### src/lswq_pkg.sv
// lswq_pkg: shared widths, codes and the seven-segment digit patterns
// for the lcd segment weight qualifier; no dependencies
package lswq_pkg;

    localparam int PIN_W    = 8;
    localparam int DIGIT_W  = 4;
    localparam int SEG_W    = 7;
    localparam int WEIGHT_W = 14;
    localparam int COUNT_W  = 8;
    localparam int NUM_DIGITS = 4;
    localparam int NUM_PATTERNS = 10;

    // decoded code for a pattern that matches no digit
    localparam logic [DIGIT_W-1:0] BLANK_CODE = 4'd11;

    // reset value of the stability threshold register
    localparam logic [COUNT_W-1:0] THRESH_RESET = 8'd3;

    // segment patterns .GFEDCBA for digits 0 to 9
    localparam logic [SEG_W-1:0] DIGIT_PATTERN [NUM_PATTERNS] = '{
        7'h3F, 7'h06, 7'h5B, 7'h4F, 7'h66, 7'h6D, 7'h7D, 7'h07, 7'h7F, 7'h6F
    };

    // the four decoded digits of one frame
    typedef struct packed {
        logic [DIGIT_W-1:0] thousands;
        logic [DIGIT_W-1:0] hundreds;
        logic [DIGIT_W-1:0] tens;
        logic [DIGIT_W-1:0] ones;
    } digits_t;

    // result of the weight qualifier for one frame
    typedef struct packed {
        logic                weight_valid;
        logic [WEIGHT_W-1:0] weight_value;
    } qual_result_t;

endpackage

### src/lswq_digit_decode.sv
// lswq_digit_decode: maps the two pins of one digit over four commons to a digit code
// depends on lswq_pkg
module lswq_digit_decode (
    input  logic [1:0]                   com0_pair,
    input  logic [1:0]                   com1_pair,
    input  logic [1:0]                   com2_pair,
    input  logic                         com3_second,
    output logic [lswq_pkg::DIGIT_W-1:0] digit
);

    logic [lswq_pkg::SEG_W-1:0] segs;

    // gather segments: bit 0 is the first pin, bit 1 the second pin of a pair
    // common 3 drives only segment d, on its second pin
    assign segs = {com1_pair[1],    // g
                   com0_pair[1],    // f
                   com2_pair[1],    // e
                   com3_second,     // d
                   com2_pair[0],    // c
                   com1_pair[0],    // b
                   com0_pair[0]};   // a

    // match against the digit patterns, lowest digit wins, blank if none
    always_comb
    begin
        digit = lswq_pkg::BLANK_CODE;
        for (int d = lswq_pkg::NUM_PATTERNS - 1; d >= 0; d--)
        begin
            if (segs == lswq_pkg::DIGIT_PATTERN[d])
            begin
                digit = lswq_pkg::DIGIT_W'(d);
            end
        end
    end

endmodule

### src/lswq_qualify.sv
// lswq_qualify: assembles the weight from the digits and tracks repeats to flag it stable
// depends on lswq_pkg
module lswq_qualify (
    input  logic                         clk,
    input  logic                         rst_n,
    input  logic                         advance,
    input  logic [lswq_pkg::COUNT_W-1:0] threshold,
    input  lswq_pkg::digits_t            digits,
    output lswq_pkg::qual_result_t       result
);

    logic [lswq_pkg::WEIGHT_W-1:0] prev_weight_reg;
    logic [lswq_pkg::WEIGHT_W-1:0] prev_weight_next;
    logic [lswq_pkg::COUNT_W-1:0]  repeat_count_reg;
    logic [lswq_pkg::COUNT_W-1:0]  repeat_count_next;
    logic [lswq_pkg::COUNT_W-1:0]  count_inc;
    logic [lswq_pkg::WEIGHT_W-1:0] thou_part;
    logic [lswq_pkg::WEIGHT_W-1:0] hund_part;
    logic [lswq_pkg::WEIGHT_W-1:0] weight;
    logic                          tens_shown;

    // digit weights, blank leading digits add nothing
    assign thou_part = (digits.thousands == lswq_pkg::BLANK_CODE) ? '0 :
                       lswq_pkg::WEIGHT_W'(digits.thousands) * lswq_pkg::WEIGHT_W'(1000);
    assign hund_part = (digits.hundreds == lswq_pkg::BLANK_CODE) ? '0 :
                       lswq_pkg::WEIGHT_W'(digits.hundreds) * lswq_pkg::WEIGHT_W'(100);
    assign weight    = thou_part + hund_part
                     + lswq_pkg::WEIGHT_W'(digits.tens) * lswq_pkg::WEIGHT_W'(10)
                     + lswq_pkg::WEIGHT_W'(digits.ones);

    assign tens_shown = (digits.tens != lswq_pkg::BLANK_CODE);
    assign count_inc  = repeat_count_reg + 1'b1;

    // repeat tracking and qualification
    always_comb
    begin
        prev_weight_next    = prev_weight_reg;
        repeat_count_next   = repeat_count_reg;
        result.weight_valid = 1'b0;
        result.weight_value = '0;
        if (tens_shown)
        begin
            result.weight_value = weight;
            prev_weight_next    = weight;
            if (weight == prev_weight_reg)
            begin
                if (count_inc > threshold)
                begin
                    repeat_count_next   = '0;
                    result.weight_valid = 1'b1;
                end
                else
                begin
                    repeat_count_next = count_inc;
                end
            end
            else
            begin
                repeat_count_next = '0;
            end
        end
        else
        begin
            prev_weight_next = '0;
        end
    end

    // state advances once per item leaving the input register
    always_ff @(posedge clk or negedge rst_n)
    begin
        if (!rst_n)
        begin
            prev_weight_reg  <= '0;
            repeat_count_reg <= '0;
        end
        else if (advance)
        begin
            prev_weight_reg  <= prev_weight_next;
            repeat_count_reg <= repeat_count_next;
        end
    end

endmodule

### src/lcd_segment_weight_qualifier.sv
// lcd_segment_weight_qualifier: top level with input register, digit decoders,
// weight qualifier and result register; depends on lswq_pkg, lswq_digit_decode, lswq_qualify
//
// Takes one captured multiplexed lcd frame per item (four pin snapshots, one per common)
// and returns one result per item: the four decoded digits, the assembled weight and a
// flag set on the frame where the same weight has repeated more than stable_threshold
// times. An item sits in an input register, is decoded and qualified in one pass of
// shallow logic, and lands in a result register unless a stalled result still holds it
// there; one item is taken every cycle while the result side keeps up.
// The repeat counter and previous weight update when an item moves into the result
// register. Write stable_threshold only while the block holds no item.
module lcd_segment_weight_qualifier (
    input  logic                         clk,
    input  logic                         rst_n,
    // configuration
    input  logic                         cfg_we,
    input  logic [lswq_pkg::COUNT_W-1:0] cfg_wdata,
    // input channel
    input  logic                         in_valid,
    output logic                         in_stall,
    input  logic [lswq_pkg::PIN_W-1:0]   com0_pins,
    input  logic [lswq_pkg::PIN_W-1:0]   com1_pins,
    input  logic [lswq_pkg::PIN_W-1:0]   com2_pins,
    input  logic [lswq_pkg::PIN_W-1:0]   com3_pins,
    // output channel
    output logic                         out_valid,
    input  logic                         out_stall,
    output logic                         weight_valid,
    output logic [lswq_pkg::WEIGHT_W-1:0] weight_value,
    output logic [lswq_pkg::DIGIT_W-1:0] digit_ones,
    output logic [lswq_pkg::DIGIT_W-1:0] digit_tens,
    output logic [lswq_pkg::DIGIT_W-1:0] digit_hundreds,
    output logic [lswq_pkg::DIGIT_W-1:0] digit_thousands
);

    logic [lswq_pkg::COUNT_W-1:0] threshold_reg;
    logic                         in_valid_reg;
    logic [lswq_pkg::PIN_W-1:0]   com0_reg;
    logic [lswq_pkg::PIN_W-1:0]   com1_reg;
    logic [lswq_pkg::PIN_W-1:0]   com2_reg;
    logic [lswq_pkg::PIN_W-1:0]   com3_reg;
    logic                         out_valid_reg;
    lswq_pkg::digits_t            digits_reg;
    lswq_pkg::qual_result_t       result_reg;

    lswq_pkg::digits_t            digits;
    lswq_pkg::qual_result_t       result;
    logic [lswq_pkg::DIGIT_W-1:0] digit_vec [lswq_pkg::NUM_DIGITS];
    logic                         out_free;
    logic                         advance;
    logic                         in_accept;

    // handshake control
    assign out_free  = !out_valid_reg || !out_stall;
    assign advance   = in_valid_reg && out_free;
    assign in_stall  = in_valid_reg && !out_free;
    assign in_accept = in_valid && !in_stall;

    // threshold register
    always_ff @(posedge clk or negedge rst_n)
    begin
        if (!rst_n)
        begin
            threshold_reg <= lswq_pkg::THRESH_RESET;
        end
        else if (cfg_we)
        begin
            threshold_reg <= cfg_wdata;
        end
    end

    // stage valid flags
    always_ff @(posedge clk or negedge rst_n)
    begin
        if (!rst_n)
        begin
            in_valid_reg  <= 1'b0;
            out_valid_reg <= 1'b0;
        end
        else
        begin
            if (in_accept)
            begin
                in_valid_reg <= 1'b1;
            end
            else if (advance)
            begin
                in_valid_reg <= 1'b0;
            end
            if (advance)
            begin
                out_valid_reg <= 1'b1;
            end
            else if (!out_stall)
            begin
                out_valid_reg <= 1'b0;
            end
        end
    end

    // input payload register
    always_ff @(posedge clk)
    begin
        if (in_accept)
        begin
            com0_reg <= com0_pins;
            com1_reg <= com1_pins;
            com2_reg <= com2_pins;
            com3_reg <= com3_pins;
        end
    end

    // one decoder per digit, digit k on pin bits 2k and 2k+1
    for (genvar k = 0; k < lswq_pkg::NUM_DIGITS; k++)
    begin : g_digit
        lswq_digit_decode u_decode (
            .com0_pair   (com0_reg[2*k +: 2]),
            .com1_pair   (com1_reg[2*k +: 2]),
            .com2_pair   (com2_reg[2*k +: 2]),
            .com3_second (com3_reg[2*k+1]),
            .digit       (digit_vec[k])
        );
    end

    assign digits.ones      = digit_vec[0];
    assign digits.tens      = digit_vec[1];
    assign digits.hundreds  = digit_vec[2];
    assign digits.thousands = digit_vec[3];

    // weight assembly and stability tracking
    lswq_qualify u_qualify (
        .clk       (clk),
        .rst_n     (rst_n),
        .advance   (advance),
        .threshold (threshold_reg),
        .digits    (digits),
        .result    (result)
    );

    // result payload register
    always_ff @(posedge clk)
    begin
        if (advance)
        begin
            digits_reg <= digits;
            result_reg <= result;
        end
    end

    assign out_valid       = out_valid_reg;
    assign weight_valid    = result_reg.weight_valid;
    assign weight_value    = result_reg.weight_value;
    assign digit_ones      = digits_reg.ones;
    assign digit_tens      = digits_reg.tens;
    assign digit_hundreds  = digits_reg.hundreds;
    assign digit_thousands = digits_reg.thousands;

endmodule

### config.mk
export PLATFORM = sky130hd
export DESIGN_NAME = lcd_segment_weight_qualifier
export DESIGN_NICKNAME = d
export VERILOG_FILES = /design/src/lswq_pkg.sv /design/src/lswq_digit_decode.sv /design/src/lswq_qualify.sv /design/src/lcd_segment_weight_qualifier.sv
export SDC_FILE = /design/constraint.sdc
export NUM_CORES = 1
export LEC_CHECK = 0
export ABC_AREA = 1
export BUFFER_PORTS_ARGS = -buffer_cell sky130_fd_sc_hd__buf_2
export CORE_MARGIN = 2
export CORE_UTILIZATION = 54
export CTS_CLUSTER_DIAMETER = 100
export DETAILED_ROUTE_END_ITERATION = 10
export PLACE_DENSITY = 0.78
export SLEW_MARGIN = 10
export SYNTH_ARGS = -nofsm -noshare
export SYNTH_HDL_FRONTEND = slang
export SYNTH_SLANG_ARGS = --single-unit
### constraint.sdc
create_clock -name clk -period 5.5 [get_ports clk]
set_clock_uncertainty 0.2 [all_clocks]
set_input_delay 0.275 -clock clk [delete_from_list [all_inputs] [get_ports clk]]
set_output_delay 0.275 -clock clk [all_outputs]
set_load 0.02 [all_outputs]
# Word-level counts from Yosys, hierarchy flattened
# Cells that the tools add are included.
# W data, S select, Z words.
[totals] output_inout_bits=33 elab_cells=129 regBits=95 in_bits=45
[op_classes] order_cmp=1 n_reduce_logical=11 n_eq_ne=45 addsub=4 n_mul=3 n_mux=50
[op_table] operator="$eq A7 B7 Y1 const B" n=28
[op_table] operator="$mux W4" n=32
[op_table] operator="$eq A7 B3 Y1 const B" n=8
[op_table] operator="$eq A7 B6 Y1 const B" n=4
[op_table] operator="$mux W14" n=2
[op_table] operator="$mux W2" n=8
[op_table] operator="$mux W8" n=2
[op_table] operator="$add A14 B14 Y14" n=1
[op_table] operator="$add A14 B4 Y14" n=1
[op_table] operator="$add A14 B8 Y14" n=1
[op_table] operator="$eq A14 B14 Y1" n=1
[op_table] operator="$mul A4 B7 Y11 const B" n=1
[op_table] operator="$mux W11" n=1
[op_table] operator="$mul A4 B5 Y9 const B" n=1
[op_table] operator="$add A8 B1 Y8 const B" n=1
[op_table] operator="$eq A4 B4 Y1 const B" n=2
[op_table] operator="$gt A8 B8 Y1" n=1
[op_table] operator="$mul A4 B3 Y7 const B" n=1
[op_table] operator="$mux W1" n=5
[op_table] operator="$logic_not A1 Y1" n=4
[op_table] operator="$ne A4 B4 Y1 const B" n=1
[op_table] operator="$reduce_and A2 Y1" n=2
[op_table] operator="$logic_and A1 B1 Y1" n=3
[op_table] operator="$ne A2 B1 Y1 const B" n=1
[op_table] operator="2 further kinds" n=2

# Longest topological paths before layout
[depth] ltp_word=18 mapped_depth=33 ltp_nobuf=33

# Modules after synthesis
# A second synthesis with hierarchy kept.
[unflattened] cells_unflattened=838 hier_area_um2=6658.9
[by_module_without_submodules] module="lswq_qualify" area_each_um2=3552.2 instances=1 seq_area_each_um2=550.5 cells_per_inst=522
[by_module_without_submodules] module="lcd_segment_weight_qualifier" area_each_um2=2175.8 instances=1 seq_area_each_um2=2024.4 cells_per_inst=104
[by_module_without_submodules] module="lswq_digit_decode" area_each_um2=232.7 instances=4 seq_area_each_um2=0.0 cells_per_inst=53

# Worst setup path after synthesis
# No wires, ideal clock.
[synth_timing] path_kind="register to register" from="register com0_reg[7] (netlist name)" to="register result_reg, in the netlist weight_valid, data pin" path_stages_with_launch=30 arrival_ps=5234 path_slack_ps=-185 path_buffers=0 cell_sequence="edfxtp_1 nand2_1 nor2_1 nand2_1 nand4_1 nor4_1 inv_1 fa_1 fa_1 inv_1 ha_1 nand2_1 nand2_1 a21oi_1 nand2_1 nand2_1 nor2_1 ha_1 ha_1 ha_1 inv_1 o21ai_0 a31oi_1 nand2_1 nor2_1 nand3_1 nand3_1 nand2_2 nand3_1 nor2_1"
[synth_rtl] element="start: declaration" line="lcd_segment_weight_qualifier.sv:38" source="logic [lswq_pkg::PIN_W-1:0] com0_reg;"
[synth_rtl] element="start signal: assignment" line="lcd_segment_weight_qualifier.sv:106" source="com0_reg <= com0_pins;"
[synth_rtl] element="end signal: assignment" line="lcd_segment_weight_qualifier.sv:146" source="result_reg <= result;"
[synth_rtl] element="end: declaration" line="lcd_segment_weight_qualifier.sv:44" source="lswq_pkg::qual_result_t result_reg;"

==> flow_summary.toml <==
[clock_network]
cts_sinks = 91
cts_root_buffer = "clkbuf_16"
clockBufferDepth = 2
cts_tree = "done"
htreeDepth = 3
path_clk_slew_ns = 0.07
clock_latency_ns = 0.36
cts_buffers = 9

[die]
core-area_um2 = 11500
fp.dieW_um = 113
fp.dieH_um = 113
start_util_pct = 55.7
die_area_um2 = 12800
fp-row-count = 39
io_pins = 78

[drt]
drc = 1
routedWlPerCell_um = 14.9
drt_iter0_markers = 357
via_per_inst = 5.32
vias = 5653
ant_nets = 0
wl_mm = 15.8
firstDrtPassIters = 8

[pwr]
powerDensity_nw_per_um2 = 282
leakagePower_nw = 3.99
vdd_drop_max_mv = 0.213

[grt]
antenna_found_initial = 0
grt_usage_pct = 24.1
grt_overflow_total = 0
grt_first_pass_wirelength_mm = 24.6
grt_pass1_vias = 5486
grt_max_degree = 59

[sta]
period_minus_slack_ns = 5.61
finalWorstSetupSlack_ns = -0.113
slew_viol_final = 0
hold_viol = 0
tns_ns = -0.876
fin_crit_sh_pct = 102
slew_headroom_pct = 24.5
hold_ws_ns = 0.0732
setup_viol = 10
tightest_slew_ns = 1.13
fmax_mhz = 178
grt_setup_unrepaired = "yes"

[final_layout]
mostFrequentLayoutCells = "nand2_1 (174), inv_1 (110), buf_2 (73), edfxtp_1 (59), nor2_1 (46)"
nets = 1037
area.growth.synth_to_final_pct = 30.8
mostFrequentLayoutCell = "nand2_1"
insertedDiodeCount = 0
drive_above_1_share_pct = 27.6

[synthesis]
ys_seq_area_share_pct = 40.2
yosys_warnings = 0
synthCells = 763
ys_ff_latch = 91
synth_ff_type = "edfxtp_1"
syn_area_um2 = 6410
synth_edf_count = 59
synth_cell_types = 41
avgSynthCellArea_um2 = 8.40
async_reset_ff_share_pct = 35.2
syn-num-nets = 886

[placed_design]
portBuffers = 73
gp_congestion = 0.887
dp_hpwl_mm = 9.37

[critical_path]
crit_path_start = "com2_reg[7]"
regToRegStartpoint = "com2_reg[7]"
end_kind = "flop"
crit_end = "u_qualify.repeat_count_reg[6]"
r2r-end = "u_qualify.repeat_count_reg[6]"
cp.required_ns = 5.54
cp_max_fo = 8
crit_slowest_cell = "fa_1"
rrSetupSlack_ns = -0.11
worstSetupPathType = "reg2reg"
cpMostUsedCell = "nand2_1"
r2r_cells = 31
cpPeakStageDelay_ns = 0.52
crit_path_start_kind = "flop"
cp_data_arrival_time_ns = 5.65

[run_status]
status = "complete, but fails checks"
violations = "DRC, setup timing"

[flow_run]
cap_violations = 0

[hold_path]
min_path_type = "in2reg"
-- worst min-delay path by stage --
stage,cells past startpoint,from,end
5_1_grt,3,cfg_we,threshold_reg[2]
2_1_floorplan,0,rst_n,in_valid_reg
3_3_place_gp,1,rst_n,u_qualify.prev_weight_reg[9]
4_1_cts,3,cfg_we,threshold_reg[1]
3_5_place_dp,1,rst_n,u_qualify.prev_weight_reg[11]
6_report,3,cfg_we,threshold_reg[2]
-- cell families (layout without fill, tap and decap cells) --
family                   Yosys count  after routing  share of synthesized area, %
flip-flops                        91             91                          40.2
XOR/XNOR                          10             10                          1.37
AO/OA/AOI/OAI                     64             64                          5.52
adder cells (fa/ha/maj)           78             78                          17.2
AND/OR/NAND/NOR                  385            385                          27.5
multiplexers                       1              1                         0.176
buffers and inverters            134            290                          8.10
-- cells in the mapped netlist, types with 7 or more instances --
cell | instances | area, um^2
nand2_1 | 191 | 717
inv_1 | 119 | 447
ha_1 | 61 | 763
nor2_1 | 60 | 225
edfxtp_1 | 59 | 1770
nand3_1 | 48 | 240
dfrtp_1 | 30 | 751
nor3_1 | 25 | 125
o21ai_0 | 25 | 125
nand4_1 | 19 | 119
a21oi_1 | 18 | 90.1
fa_1 | 17 | 340
nor2_2 | 15 | 93.8
o21ai_1 | 9 | 45.0
inv_2 | 8 | 30.0
xor2_1 | 7 | 61.3
-- metal layers --
metal	wire, um	track usage (%)	share of wire, %	up-vias
met5	0	0	0	-
li1	-	-	-	2795
met1	6280	28.9	40	2593
met2	7980	42.3	51	197
met3	738	4.02	4.7	68
met4	784	11.9	5.0	0
-- worst max-delay path, delay by kind of cell, from the launching register on --
| family | cells | cell delay, ns |
|---|---|---|
| AOI/OAI and AO/OA | 5 | 0.71 |
| DFF | 1 | 0.47 |
| buffers and inverters | 7 | 0.78 |
| and+or+nand+nor | 14 | 1.54 |
| adders and majority gates | 5 | 1.77 |
-- stage by stage --
step	power, mW	worst slack (ns)	utilization (%)	cell area [um^2]	std cells
3_3_place_gp	1.55	0.0589	61.2	7050	988
4_1_cts	2.23	0.00480	68.4	7880	1051
5_1_grt	2.51	-0.370	72.8	8390	1062
2_1_floorplan	1.39	0.0217	-	6420	763
6_report	2.36	-0.113	72.8	8390	1062
3_5_place_dp	1.57	-0.0580	61.2	7050	988
-- cell type report --
| class | instances | area, um^2 |
|---|---|---|
| clock buffer | 11 | 258 |
| clock inverter | 5 | 35.0 |
| fill | 774 | 3130 |
| inverter | 128 | 485 |
| multi-input combinational | 538 | 3810 |
| sequential | 91 | 2570 |
| tap | 143 | 179 |
| timing repair buffer | 146 | 1050 |
-- report_power, final --
part	total [mW]	internal [mW]	switching [mW]
Clock	0.616	0.340	0.276
Combinational	0.913	0.356	0.557
Sequential	0.831	0.801	0.0302
Total	2.36	1.50	0.864
-- repair_timing --
action	CTS	global route
pin swaps	5	47
hold buffers	39	0
endpoints found under the setup margin	9	18
gates resized for setup	17	94
buffers inserted	8	11
endpoints found under the hold margin	68	0
(Power assumes the default switching activity.)
